`config.mk`:
```
export PLATFORM = sky130hd
export DESIGN_NAME = kv_request_batch_scheduler_flat
export DESIGN_NICKNAME = d
export VERILOG_FILES = /design/src/rtl/kvs_pkg.sv /design/src/rtl/kvs_stream_if.sv /design/src/rtl/kv_request_batch_scheduler.sv /design/src/flat_wrapper.sv
export VERILOG_INCLUDE_DIRS = /design/src /design/src/rtl
export SDC_FILE = /design/constraint.sdc
export NUM_CORES = 2
export LEC_CHECK = 0
export BUFFER_PORTS_ARGS = -buffer_cell sky130_fd_sc_hd__buf_2
export CORE_ASPECT_RATIO = 1.25
export CORE_UTILIZATION = 30
export DETAILED_ROUTE_END_ITERATION = 6
export PLACE_DENSITY = 0.45
export REMOVE_ABC_BUFFERS = 1
export SLEW_MARGIN = 20
export SYNTH_ARGS = -nofsm -noshare
export SYNTH_HDL_FRONTEND = slang
export SYNTH_SLANG_ARGS = --single-unit
```
`constraint.sdc`:
```
create_clock -name clk -period 10.4 [get_ports clk]
set_input_delay 0 -clock clk [delete_from_list [all_inputs] [get_ports clk]]
set_output_delay 0 -clock clk [all_outputs]
set_load 0.02 [all_outputs]
```
`src/rtl/kv_request_batch_scheduler_macros.svh`:
```
// Assertion macros for the request batch scheduler.
`ifndef KV_REQUEST_BATCH_SCHEDULER_MACROS_SVH
`define KV_REQUEST_BATCH_SCHEDULER_MACROS_SVH
`ifndef SYNTHESIS
`define KVS_ASSERT_IMPL(label, clk, rst, ante, cons) \
  label: assert property (@(posedge clk) disable iff (rst) (ante) |-> (cons)) \
    else $error("assertion failed");
`define KVS_ASSERT_NEXT(label, clk, rst, ante, cons) \
  label: assert property (@(posedge clk) disable iff (rst) (ante) |=> (cons)) \
    else $error("assertion failed");
`else
`define KVS_ASSERT_IMPL(label, clk, rst, ante, cons)
`define KVS_ASSERT_NEXT(label, clk, rst, ante, cons)
`endif
`endif

```
`src/rtl/kvs_pkg.sv`:
```
`default_nettype none
package kvs_pkg;
  localparam int QueueDepth = 32;
  localparam int QueueAw = $clog2(QueueDepth);
  localparam int QueueCw = QueueAw + 1;
  localparam int OutstandingMax = 4096;
  localparam int OwedW = 13;
  localparam int ResultCap = 32;
  localparam int CfgW = 16;
  localparam int CfgIdxW = 3;

  typedef enum logic [2:0] {
    OP_ARRIVAL = 3'd0, OP_READ_DONE = 3'd1, OP_BATCH_DONE = 3'd2,
    OP_TICK = 3'd3, OP_CLEAN = 3'd4, OP_LINK_FAIL = 3'd5
  } op_t;

  typedef enum logic [3:0] {
    RT_PARAMS = 4'd0, RT_GET = 4'd1, RT_RANGE = 4'd2, RT_SET = 4'd3,
    RT_CAS = 4'd6, RT_CAD = 4'd8
  } rtype_t;

  typedef enum logic [2:0] {
    RK_READ = 3'd0, RK_WRITE = 3'd1, RK_EMPTY = 3'd2, RK_PARAMS = 3'd3,
    RK_DROP = 3'd4, RK_REFUSE = 3'd5, RK_NONE = 3'd6
  } rkind_t;

  typedef enum logic [2:0] {
    CFG_KEY = 3'd0, CFG_VALUE = 3'd1, CFG_RBUDGET = 3'd2, CFG_WBUDGET = 3'd3,
    CFG_MINB = 3'd4, CFG_TIMEOUT = 3'd5, CFG_RANGE = 3'd6, CFG_OUTST = 3'd7
  } cfg_idx_t;

  typedef enum logic [2:0] {
    ST_IDLE, ST_READS, ST_BCHECK, ST_BDIV, ST_BATCH, ST_TIMER, ST_EMIT, ST_DONE
  } state_t;

  typedef struct packed {
    logic [2:0]  operation;
    logic [3:0]  request_type;
    logic [31:0] request_id;
    logic [7:0]  key_length;
    logic [7:0]  value_length;
    logic [3:0]  read_tree_height;
    logic [3:0]  write_tree_height;
    logic [15:0] released_pages;
  } req_t;

  typedef struct packed {
    logic [2:0]  result_kind;
    logic [31:0] launched_id;
    logic [3:0]  launched_type;
    logic [15:0] pages_charged;
    logic        run_last;
  } res_t;
endpackage
`default_nettype wire

```
`src/rtl/kvs_stream_if.sv`:
```
`default_nettype none
interface kvs_stream_if #(type payload_t = logic) ();
  logic     valid;
  logic     ready;
  payload_t data;
  modport source (output valid, output data, input ready);
  modport sink (input valid, input data, output ready);
endinterface
`default_nettype wire

```
`src/rtl/kv_request_batch_scheduler.sv`:
```
// Request batch scheduler. One event is taken on req, its results leave on res in
// order, run_last marking the final one. A stalled result port holds the sequencer,
// and a write batch whose pages exceed the budget first runs a shift-subtract
// division of the write page budget by pages per operation. All work runs through
// one sequencer and one adder/comparator datapath, one queue entry per launch.
// Queue memories need no clearing after reset.
`default_nettype none
`include "kv_request_batch_scheduler_macros.svh"
module kv_request_batch_scheduler
  import kvs_pkg::*;
(
  input  wire logic                clk,
  input  wire logic                rst,
  kvs_stream_if.sink               req,
  kvs_stream_if.source             res,
  input  wire logic                cfg_we,
  input  wire logic [CfgIdxW-1:0]  cfg_index,
  input  wire logic [CfgW-1:0]     cfg_data
);
  logic [7:0]  key_limit, value_limit, range_extra_pages;
  logic [15:0] read_page_budget, write_page_budget, batch_timeout_ticks;
  logic [12:0] min_batch, outstanding_limit;

  always_ff @(posedge clk) begin
    if (rst) begin
      key_limit <= 8'd255; value_limit <= 8'd255;
      read_page_budget <= 16'd256; write_page_budget <= 16'd256;
      min_batch <= 13'd1; batch_timeout_ticks <= '0;
      range_extra_pages <= 8'd8; outstanding_limit <= 13'd4096;
    end else if (cfg_we) begin
      case (cfg_idx_t'(cfg_index))
        CFG_KEY:     key_limit <= cfg_data[7:0];
        CFG_VALUE:   value_limit <= cfg_data[7:0];
        CFG_RBUDGET: read_page_budget <= cfg_data;
        CFG_WBUDGET: write_page_budget <= cfg_data;
        CFG_MINB:    min_batch <= cfg_data[12:0];
        CFG_TIMEOUT: batch_timeout_ticks <= cfg_data;
        CFG_RANGE:   range_extra_pages <= cfg_data[7:0];
        CFG_OUTST:   outstanding_limit <= cfg_data[12:0];
        default: ;
      endcase
    end
  end

  logic [32:0] rq_mem [QueueDepth];
  logic [35:0] wq_mem [QueueDepth];
  logic [QueueAw-1:0] rq_head, wq_head;
  logic [QueueCw-1:0] rq_count, wq_count;
  logic [15:0] pages_in_flight;
  logic [OwedW-1:0] owed;
  logic batch_running;
  logic [QueueCw-1:0] batch_count;
  logic timer_running, timer_expired, cleaning_pending, link_dying;
  logic [15:0] timer_remaining;

  state_t state;
  req_t cur;
  res_t out_r;
  res_t hold;
  res_t pend;
  logic pend_valid;
  logic pend_load;
  logic emitted;
  logic [5:0] launched;
  logic [QueueCw-1:0] bsize, bleft;
  logic [16:0] rem;
  logic [15:0] quo;
  logic [4:0] div_step;
  state_t after_emit;
  logic [32:0] rq_rd;
  logic [35:0] wq_rd;

  assign rq_rd = rq_mem[rq_head];
  assign wq_rd = wq_mem[wq_head];

  // shared datapath values
  logic is_range;
  logic [15:0] rpages;
  logic [16:0] rsum;
  logic [4:0] ppo;
  logic [20:0] wneed;
  logic bcond;
  logic [16:0] trial;

  always_comb begin
    is_range = rq_rd[32];
    rpages = is_range ? (16'(cur.read_tree_height) + 16'(range_extra_pages))
                      : (16'(cur.read_tree_height) + 16'd1);
    rsum = 17'(pages_in_flight) + 17'(rpages);
    ppo = 5'(cur.write_tree_height) + 5'd1;
    wneed = 21'(wq_count) * 21'(ppo);
    bcond = !batch_running && (timer_expired || cleaning_pending ||
            13'(wq_count) >= min_batch);
    trial = {rem[15:0], write_page_budget[15 - div_step[3:0]]} - 17'(ppo);
  end

  assign req.ready = (state == ST_IDLE);

  always_ff @(posedge clk) begin
    if (rst) begin
      state <= ST_IDLE;
      rq_head <= '0; wq_head <= '0; rq_count <= '0; wq_count <= '0;
      pages_in_flight <= '0; owed <= '0; batch_running <= 1'b0; batch_count <= '0;
      timer_running <= 1'b0; timer_expired <= 1'b0; timer_remaining <= '0;
      cleaning_pending <= 1'b0; link_dying <= 1'b0;
      emitted <= 1'b0;
    end else begin
      case (state)
        ST_IDLE: begin
          if (req.valid) begin
            cur <= req.data;
            emitted <= 1'b0;
            launched <= '0;
            case (op_t'(req.data.operation))
              OP_ARRIVAL: begin
                if (link_dying || owed >= outstanding_limit ||
                    32'(owed) >= OutstandingMax) begin
                  out_r <= '{result_kind: RK_REFUSE, launched_id: req.data.request_id,
                             launched_type: req.data.request_type, pages_charged: '0,
                             run_last: 1'b0};
                  state <= ST_EMIT; after_emit <= ST_DONE;
                end else if (req.data.request_type == RT_PARAMS) begin
                  out_r <= '{result_kind: RK_PARAMS, launched_id: req.data.request_id,
                             launched_type: '0, pages_charged: '0, run_last: 1'b0};
                  state <= ST_EMIT; after_emit <= ST_DONE;
                end else if (req.data.request_type == RT_GET ||
                             req.data.request_type == RT_RANGE) begin
                  if (32'(rq_count) >= QueueDepth) begin
                    out_r <= '{result_kind: RK_REFUSE, launched_id: req.data.request_id,
                               launched_type: req.data.request_type, pages_charged: '0,
                               run_last: 1'b0};
                    state <= ST_EMIT; after_emit <= ST_DONE;
                  end else begin
                    rq_mem[QueueAw'(rq_head + QueueAw'(rq_count))] <=
                      {req.data.request_type == RT_RANGE, req.data.request_id};
                    rq_count <= rq_count + 1'b1;
                    owed <= owed + 1'b1;
                    state <= ST_READS;
                  end
                end else if (req.data.request_type >= RT_SET &&
                             req.data.request_type <= RT_CAD) begin
                  if (req.data.request_type <= RT_CAS &&
                      (req.data.key_length > key_limit ||
                       req.data.value_length > value_limit)) begin
                    link_dying <= 1'b1;
                    owed <= (32'(owed) > 32'(rq_count) + 32'(wq_count)) ?
                            OwedW'(32'(owed) - 32'(rq_count) - 32'(wq_count)) : '0;
                    rq_count <= '0; wq_count <= '0; rq_head <= '0; wq_head <= '0;
                    timer_running <= 1'b0; timer_remaining <= '0; timer_expired <= 1'b0;
                    out_r <= '{result_kind: RK_DROP, launched_id: req.data.request_id,
                               launched_type: req.data.request_type, pages_charged: '0,
                               run_last: 1'b0};
                    state <= ST_EMIT; after_emit <= ST_DONE;
                  end else if (32'(wq_count) >= QueueDepth) begin
                    out_r <= '{result_kind: RK_REFUSE, launched_id: req.data.request_id,
                               launched_type: req.data.request_type, pages_charged: '0,
                               run_last: 1'b0};
                    state <= ST_EMIT; after_emit <= ST_DONE;
                  end else begin
                    wq_mem[QueueAw'(wq_head + QueueAw'(wq_count))] <=
                      {req.data.request_type, req.data.request_id};
                    wq_count <= wq_count + 1'b1;
                    owed <= owed + 1'b1;
                    state <= ST_BCHECK;
                  end
                end else begin
                  link_dying <= 1'b1;
                  owed <= (32'(owed) > 32'(rq_count) + 32'(wq_count)) ?
                          OwedW'(32'(owed) - 32'(rq_count) - 32'(wq_count)) : '0;
                  rq_count <= '0; wq_count <= '0; rq_head <= '0; wq_head <= '0;
                  timer_running <= 1'b0; timer_remaining <= '0; timer_expired <= 1'b0;
                  out_r <= '{result_kind: RK_DROP, launched_id: req.data.request_id,
                             launched_type: req.data.request_type, pages_charged: '0,
                             run_last: 1'b0};
                  state <= ST_EMIT; after_emit <= ST_DONE;
                end
              end
              OP_READ_DONE: begin
                pages_in_flight <= (pages_in_flight > req.data.released_pages) ?
                                   pages_in_flight - req.data.released_pages : '0;
                owed <= (owed != '0) ? owed - 1'b1 : '0;
                state <= ST_READS;
              end
              OP_BATCH_DONE: begin
                if (batch_running) begin
                  owed <= (owed > OwedW'(batch_count)) ? owed - OwedW'(batch_count) : '0;
                  batch_running <= 1'b0;
                  batch_count <= '0;
                  state <= ST_BCHECK;
                end else begin
                  state <= ST_DONE;
                end
              end
              OP_TICK: begin
                if (timer_running && timer_remaining <= 16'd1) begin
                  timer_remaining <= '0; timer_running <= 1'b0; timer_expired <= 1'b1;
                  state <= ST_BCHECK;
                end else if (timer_running) begin
                  timer_remaining <= timer_remaining - 1'b1;
                  state <= ST_DONE;
                end else begin
                  state <= ST_DONE;
                end
              end
              OP_CLEAN: begin
                cleaning_pending <= 1'b1;
                state <= ST_BCHECK;
              end
              OP_LINK_FAIL: begin
                link_dying <= 1'b1;
                owed <= (32'(owed) > 32'(rq_count) + 32'(wq_count)) ?
                        OwedW'(32'(owed) - 32'(rq_count) - 32'(wq_count)) : '0;
                rq_count <= '0; wq_count <= '0; rq_head <= '0; wq_head <= '0;
                timer_running <= 1'b0; timer_remaining <= '0; timer_expired <= 1'b0;
                out_r <= '{result_kind: RK_DROP, launched_id: '0, launched_type: '0,
                           pages_charged: '0, run_last: 1'b0};
                state <= ST_EMIT; after_emit <= ST_DONE;
              end
              default: state <= ST_DONE;
            endcase
          end
        end
        ST_READS: begin
          if (rq_count != '0 && 32'(launched) < ResultCap &&
              !(pages_in_flight != '0 && rsum > 17'(read_page_budget))) begin
            rq_head <= rq_head + 1'b1;
            rq_count <= rq_count - 1'b1;
            pages_in_flight <= rsum[16] ? 16'hFFFF : rsum[15:0];
            launched <= launched + 1'b1;
            out_r <= '{result_kind: RK_READ, launched_id: rq_rd[31:0],
                       launched_type: is_range ? RT_RANGE : RT_GET,
                       pages_charged: rpages, run_last: 1'b0};
            state <= ST_EMIT; after_emit <= ST_READS;
          end else begin
            state <= ST_DONE;
          end
        end
        ST_BCHECK: begin
          if (bcond) begin
            if (wneed > 21'(write_page_budget)) begin
              rem <= '0; quo <= '0; div_step <= '0;
              state <= ST_BDIV;
            end else begin
              bsize <= wq_count; bleft <= wq_count;
              state <= ST_BATCH;
            end
            batch_running <= 1'b1;
            timer_running <= 1'b0; timer_remaining <= '0;
            timer_expired <= 1'b0; cleaning_pending <= 1'b0;
          end else begin
            state <= ST_TIMER;
          end
        end
        ST_BDIV: begin
          if (div_step == 5'd16) begin
            // quotient is below count here, which is at most the depth
            bsize <= QueueCw'(quo); bleft <= QueueCw'(quo);
            state <= ST_BATCH;
          end else begin
            if (!trial[16]) begin
              rem <= trial; quo <= {quo[14:0], 1'b1};
            end else begin
              rem <= {rem[15:0], write_page_budget[15 - div_step[3:0]]};
              quo <= {quo[14:0], 1'b0};
            end
            div_step <= div_step + 1'b1;
          end
        end
        ST_BATCH: begin
          batch_count <= bsize;
          if (bleft != '0) begin
            wq_head <= wq_head + 1'b1;
            wq_count <= wq_count - 1'b1;
            bleft <= bleft - 1'b1;
            out_r <= '{result_kind: RK_WRITE, launched_id: wq_rd[31:0],
                       launched_type: wq_rd[35:32], pages_charged: '0, run_last: 1'b0};
            state <= ST_EMIT; after_emit <= ST_BATCH;
          end else if (bsize == '0) begin
            out_r <= '{result_kind: RK_EMPTY, launched_id: '0, launched_type: '0,
                       pages_charged: '0, run_last: 1'b0};
            bsize <= QueueCw'(1);
            state <= ST_EMIT; after_emit <= ST_TIMER;
          end else begin
            state <= ST_TIMER;
          end
        end
        ST_TIMER: begin
          if (!timer_running && !timer_expired && wq_count != '0) begin
            timer_running <= 1'b1;
            timer_remaining <= batch_timeout_ticks;
          end
          if (after_emit == ST_TIMER) batch_count <= '0;
          after_emit <= ST_DONE;
          state <= ST_DONE;
        end
        ST_EMIT: begin
          if (!emitted || !pend_valid || res.ready) begin
            hold <= out_r;
            emitted <= 1'b1;
            state <= after_emit;
          end
        end
        ST_DONE: begin
          if (!pend_valid || res.ready) state <= ST_IDLE;
        end
        default: state <= ST_IDLE;
      endcase
    end
  end

  // hold the newest result; a new one is loaded only once the prior one is taken or absent
  assign pend_load = (!pend_valid || res.ready) &&
                     ((state == ST_EMIT && emitted) || state == ST_DONE);

  always_ff @(posedge clk) begin
    if (rst) begin
      pend_valid <= 1'b0;
    end else if (pend_load) begin
      pend_valid <= 1'b1;
      if (state == ST_EMIT)
        pend <= hold;
      else if (emitted)
        pend <= '{result_kind: hold.result_kind, launched_id: hold.launched_id,
                  launched_type: hold.launched_type, pages_charged: hold.pages_charged,
                  run_last: 1'b1};
      else
        pend <= '{result_kind: RK_NONE, launched_id: '0, launched_type: '0,
                  pages_charged: '0, run_last: 1'b1};
    end else if (res.ready) begin
      pend_valid <= 1'b0;
    end
  end

  assign res.valid = pend_valid;
  assign res.data = pend;

  `KVS_ASSERT_IMPL(a_ready_idle, clk, rst, req.ready, !pend_valid || res.valid)
  `KVS_ASSERT_IMPL(a_counts, clk, rst, 1'b1,
                   32'(rq_count) <= QueueDepth && 32'(wq_count) <= QueueDepth)
  `KVS_ASSERT_NEXT(a_drop_flush, clk, rst,
                   req.valid && req.ready && req.data.operation == OP_LINK_FAIL,
                   rq_count == '0 && wq_count == '0 && link_dying)
endmodule
`default_nettype wire

```
`src/flat_wrapper.sv`:
```
// flat-port wrapper written by rule: the top's interface ports become plain ports
module kv_request_batch_scheduler_flat import kvs_pkg::*;
  (clk, rst, cfg_we, cfg_index, cfg_data, req_valid, req_data, req_ready, res_valid, res_data, res_ready);
  kvs_stream_if #(.payload_t(req_t)) req_i ();
  kvs_stream_if #(.payload_t(res_t)) res_i ();
  input  wire logic clk;
  input  wire logic rst;
  input  wire logic cfg_we;
  input  wire logic [CfgIdxW-1:0] cfg_index;
  input  wire logic [CfgW-1:0] cfg_data;
  input wire logic [$bits(req_i.valid)-1:0] req_valid;
  input wire logic [$bits(req_i.data)-1:0] req_data;
  output wire logic [$bits(req_i.ready)-1:0] req_ready;
  output wire logic [$bits(res_i.valid)-1:0] res_valid;
  output wire logic [$bits(res_i.data)-1:0] res_data;
  input wire logic [$bits(res_i.ready)-1:0] res_ready;
  assign req_i.valid = req_valid;
  assign req_i.data = req_data;
  assign req_ready = req_i.ready;
  assign res_valid = res_i.valid;
  assign res_data = res_i.data;
  assign res_i.ready = res_ready;
  kv_request_batch_scheduler u_core (.clk(clk), .rst(rst), .req(req_i), .res(res_i), .cfg_we(cfg_we), .cfg_index(cfg_index), .cfg_data(cfg_data));
endmodule
```
# Word-level counts from Yosys, hierarchy flattened
# Memories as Yosys holds them, arrays and structs flattened. A register that Yosys moved wholly into a read port is not among the register bits.
# Index checks and enable logic that the tools add are counted.
# totals
mem_bits_rw	2208
regBits	405
mem_count	2
wordCells	439
# memory_table
memory	depth	width	read_ports	rd_ports_with_merged_regs	write_ports	line_no	source
u_core.wq_mem	32	36	1	1	1	kv_request_batch_scheduler.sv:46	logic [35:0] wq_mem [QueueDepth];
u_core.rq_mem	32	33	1	1	1	kv_request_batch_scheduler.sv:45	logic [32:0] rq_mem [QueueDepth];
# op_classes
eq_ne	62
bitwise_logic	1
muxes	200
mul	1
add_sub_neg	25
magnitude_cmp	18
reduce_logical	82
# op_table
cell	n
56-bit two-way mux	13
16-bit two-way mux	20
6-bit two-way mux	31
56-bit case mux with 3 select lines	1
13-bit two-way mux	11
56-bit case mux with 2 select lines	1
16-bit case mux with 3 select lines	2
3-bit two-way mux	27
5-bit two-way mux	15
6-bit case mux with 2 select lines	6
16-bit case mux with 2 select lines	2
8-bit AND reduction	7
6-bit case mux with 3 select lines	3
13-bit case mux with 4 select lines	1
1-bit two-way mux	48
5-bit case mux with 2 select lines	4
13-bit by 6-bit subtractor with 13-bit output	3
3-bit equality test (second input constant)	11
13-bit by 32-bit greater-than comparator with 1-bit output	1
32-bit by 5-bit less-than comparator with 1-bit output (second input constant)	1
2-bit by 1-bit != test with 1-bit output (second input constant)	15
3-bit case mux with 8 select lines	1
10-bit AND reduction	2
4-bit AND reduction	5
71 further kinds	158

# Longest topological paths before layout
# logic_depth
depth_word	13
depth_mapped	27

# Worst setup path after synthesis
# Ideal clock, no wire load.
# synth_timing
path_kind	register to register
startpoint	reg (tool-made name)
endpoint	reg u_core.out_r[17] (netlist name) (enable)
arrival_time_ps	8792
path_slack_ps	1085
n_path_buf	2
path_stages_with_launch	25
period_less_slack_ps	9315
setup_ps	523
required_ps	9877
path_cell_list	dfxtp_1 -> buf_2 -> mux4_2 -> mux4_2 -> mux2i_1 -> buf_2 -> nor2_1 -> a21oi_1 -> inv_1 -> ha_1 -> a21o_1 -> a21o_1 -> a211oi_1 -> o21ai_0 -> nand3_1 -> xnor2_1 -> ha_1 -> a41o_1 -> a21oi_1 -> o21ai_0 -> a211oi_1 -> o211ai_1 -> a21oi_1 -> o211ai_1 -> nor3b_1
# synth_rtl
element	line_no	source
end signal: assignment	kv_request_batch_scheduler.sv:118	out_r <= '{result_kind: RK_REFUSE, launched_id: req.data.request_id,
end signal: assignment	kv_request_batch_scheduler.sv:123	out_r <= '{result_kind: RK_PARAMS, launched_id: req.data.request_id,
end signal: assignment	kv_request_batch_scheduler.sv:129	out_r <= '{result_kind: RK_REFUSE, launched_id: req.data.request_id,
end: declaration	kv_request_batch_scheduler.sv:58	res_t out_r;

==> summary.txt <==
GRT
  – Tot GR Track Use: 0.174
  – Initial antenna violation count: 11
  – Largest net degree at the start of global routing: 104
  – First-pass GRT wire length: between 400 and 500 mm
  – Vias in the first global route: between 50,000 and 60,000
  – GRT overflow: 0

Setup path
  – Worst-path cell chain: mux4_2 > mux4_2 > mux2i_2 > mux2i_1 > ha_1 > inv_1 > fa_1 > nor2b_1 > o31a_1 > o221ai_1 > a21oi_1 > o21ai_0 > xnor2_1 > ha_1 > a21o_1 > a21oi_1 > o21ai_0 > a211oi_1 > o211ai_1 > a21oi_1 > o211ai_1 > nor3b_2 > buf_4
  – Worst setup endpoint: u_core.out_r[47]$_DFFE_PP_
  – Startpoint Class: flip-flop
  – Crit path depth: 23
  – Worst path arrival time: 8620 ps
  – Top delay family on crit path: compound AO/OA/AOI/OAI gates
  – Crit Path Class: flip-flop to flip-flop
  – Worst R2R End: u_core.out_r[47]$_DFFE_PP_
  – Critical Path End Type: flip-flop
  – Cells on worst reg2reg path: 23
  – Worst endpoint required time: around 11,000 ps
  – Worst R2R Setup Slack: about 2300 ps
  – Worst-path fanout max: 38
  – Critical path buffer and inverter count: 2
  – Worst path max stage delay: between 800 and 900 ps
  – Critical path's slowest cell: dfxtp_4
  – CP dominant cell by count: a21oi_1

Route
  – Drt total wl: 316 mm
  – Router iterations before antenna repair: 6
  – DR iter-0 viols: 4,493
  – Routed Antenna Nets: 0
  – Via count: approximately 57,000
  – Vias per Instance: 5.05
  – Avg WL per Cell: 28.2 um
  – DRC Markers: 0

Finish
  – Area delta synth->final: 16.7%
  – Final instance area: 0.125 mm2
  – Post-Route Utilization: 0.351
  – Proportion of layout cells with a drive suffix above 1: 0.237
  – Nets: 6,579

STA
  – Final Worst Setup Slack: ~2300 ps
  – Final Slew Violations: 0
  – Rel. slew slack: 0.310
  – Final setup viols: 0
  – Final min period: 8090 ps
  – Final Hold Vio Count: 0
  – Worst clock skew: 70.2 ps
  – Fmax: approximately 120 MHz
  – RSZ-0062 raised after global routing: no
  – Final setup TNS: 0 ps
  – Final period util: 0.778
  – Least-Margin Pin Slew: 1030 ps

Logic synthesis
  – Synth Area per Inst: 18.4 um2
  – Synth Warn #: 0
  – EDFF count, synth: 2,409
  – Yosys reg bits: 2,600
  – Library cells used by synthesis: 86
  – Synthesized area: ~0.11 mm2
  – Synthesized netlist cell count: 5,839
  – Fraction of registers with async set/reset: 0
  – Post-synthesis sequential area ratio: 0.711
  – Top FF cell, synth: edfxtp_1

Die
  – Core area: about 0.36 mm2
  – Initial Utilization: 0.301
  – Rows: 245
  – Die W: 537 um
  – DIE AREA: 0.360 mm2
  – I/O pins: 161
  – Die Ht: 670 um

Clock tree
  – Worst-Skew Late Latency: 920 ps
  – CTS resizes: 0
  – H-tree depth: 5
  – # hold bufs at CTS: ~120
  – CTS Sinks: 2,600
  – CTS tree: built
  – Cell chosen for the clock root: clkbuf_16
  – Clock Path Buffers: 4
  – Worst-path clk slew: 60 ps
  – Total CTS buffers: 288
  – Post-CTS Setup Inserts: 0

Power and ir drop
  – NetSw: 0.00651 W
  – Gate power share: 0.134
  – Flop pwr share: 0.468
  – Net Sw Frac: 0.256
  – Leak: between 30 and 40 nW
  – Clock power frac: 0.398
  – Internal: 0.0189 W
  – Total power: 0.0254 W
  – VDD IR max: 104 uV
  – Pwr Density: 203 mW/mm2

Place
  – I/O Buffers: ~150
  – Area post-placement: 0.115 mm2
  – Dpl ws: 2070 ps
  – Gp weighted congestion: 0.802
  – Final HPWL DP: ~180 mm

Worst hold path
  – Min-delay worst type: primary input to flip-flop

Status
  – Status: complete, no violations

Job
  – MaxCap Viol Count: 0
==> cells in the mapped netlist (all sizes together) (12+ instances only) <==
library cell	number	area share
mux2i	88	0.0082
a211oi	31	0.0022
or3	27	0.0016
nand4	23	0.0013
inv	175	0.0061
a22oi	18	0.0013
nor2	285	0.010
and3	16	0.00093
buf	97	0.0040
o211ai	40	0.0028
nand3	63	0.0029
nand2	339	0.012
or4	14	0.00098
o21a	12	0.00084
mux4	695	0.15
nand2b	22	0.0013
ha	175	0.020
edfxtp	2409	0.68
a21oi	242	0.011
nor3	58	0.0027
clkbuf	200	0.0071
xor2	49	0.0040
xnor2	62	0.0051
fa	26	0.0049
a21o	46	0.0032
nor2b	67	0.0039
nor4	20	0.0012
dfxtp	191	0.036
and2	26	0.0015
o21ai	136	0.0064
o21bai	18	0.0013
==> layout make-up <==
class                      count  area [um2]
clock inverter               148        1460
timing repair buffer         437        3270
fill                       33300      231000
clock buffer                 359        7780
multi-input combinational   2769       29700
inverter                     179         674
tap                         4693        5870
sequential                  2600       76200
antenna                       11        27.5
==> flip-flops by register name, summed over array words and instances (netlist names), 8 cells and up, named ones only <==
| signal | count |
|---|---|
| u_core.owed | 13 |
| u_core.value_limit | 8 |
| u_core.batch_timeout_ticks | 16 |
| u_core.rq_mem | 1056 |
| u_core.pages_in_flight | 16 |
| u_core.range_extra_pages | 8 |
| u_core.key_limit | 8 |
| u_core.read_page_budget | 16 |
| u_core.write_page_budget | 16 |
| u_core.hold | 48 |
| u_core.res.data | 49 |
| u_core.timer_remaining | 16 |
| u_core.wq_mem | 1152 |
| u_core.outstanding_limit | 13 |
| u_core.cur | 8 |
| u_core.out_r | 48 |
| u_core.min_batch | 13 |
| u_core.rem | 16 |
==> metal layers <==
| layer | vias to the layer above | track usage | wire length [um] |
|---|---|---|---|
| met3 | 401 | 0.0216 | 12900 |
| li1 | 24400 | - | - |
| met4 | 2 | 0.0428 | 6680 |
| met5 | - | 0 | 13 |
| met1 | 30400 | 0.224 | 133000 |
| met2 | 1395 | 0.308 | 164000 |
==> worst min-delay path: stages <==
cell and delay, ps:
dlygate4sd3_1 530, buf_2 250, nand2_1 100, a21oi_1 50
==> metrics by stage <==
step           hold slack, ps  cells
2_1_floorplan            69.1   5548
3_3_place_gp              274  10600
3_5_place_dp              271  10600
4_1_cts                  10.0  11200
5_1_grt                  77.6  11200
6_report                 87.3  11200
==> placed cells by master (no fill, tap or decap), types with 63 or more instances in the layout <==
cell | netlist | routed
nor2_4 | 0 | 65
dfxtp_1 | 191 | 181
clkbuf_16 | 0 | 300
dlygate4sd3_1 | 0 | 121
nor2b_1 | 67 | 67
a21oi_1 | 242 | 241
nand3_1 | 63 | 63
inv_1 | 174 | 172
ha_1 | 175 | 175
buf_2 | 31 | 148
buf_4 | 7 | 163
nor2_1 | 284 | 217
o21ai_0 | 128 | 127
nand2_1 | 339 | 339
mux4_2 | 695 | 695
mux2i_1 | 88 | 87
edfxtp_1 | 2409 | 2409
==> kinds of logic after synthesis <==
logic type / Yosys count / synth area share
AO/OA/AOI/OAI: 668 / 0.0397
XOR/XNOR: 111 / 0.00907
adder cells (fa/ha/maj): 201 / 0.0253
buffers and inverters: 476 / 0.0174
flip-flops: 2600 / 0.711
multiplexers: 787 / 0.155
other: 1 / 0.0000350
AND/OR/NAND/NOR: 995 / 0.0431
==> worst min path at each step <==
stage / to / cells after the start / startpoint
final: u_core.read_page_budget[7]$_SDFFE_PP0P_ / 4 / cfg_data[7]
after global placement: u_core.cur[23]$_DFFE_PP_ / 1 / req_data[23]
after floorplan: u_core.batch_timeout_ticks[0]$_SDFFE_PP0P_ / 1 / rst
after CTS: u_core.min_batch[5]$_SDFFE_PP0P_ / 4 / cfg_data[5]
after global routing: u_core.read_page_budget[7]$_SDFFE_PP0P_ / 4 / cfg_data[7]
after detailed placement: u_core.cur[19]$_DFFE_PP_ / 1 / req_data[19]
==> power groups by stage <==
| stage | combinational (W) | clock, W | sequential, W |
|---|---|---|---|
| after global routing | 0.00370 | 0.0107 | 0.0119 |
| after floorplan | 0.00240 | 0 | 0.0122 |
| after CTS | 0.00344 | 0.0104 | 0.0119 |
| after detailed placement | 0.00338 | 0 | 0.0121 |
| after global placement | 0.00337 | 0 | 0.0121 |
| final | 0.00339 | 0.0101 | 0.0119 |
Note: power is estimated with default switching activity, not from simulation.
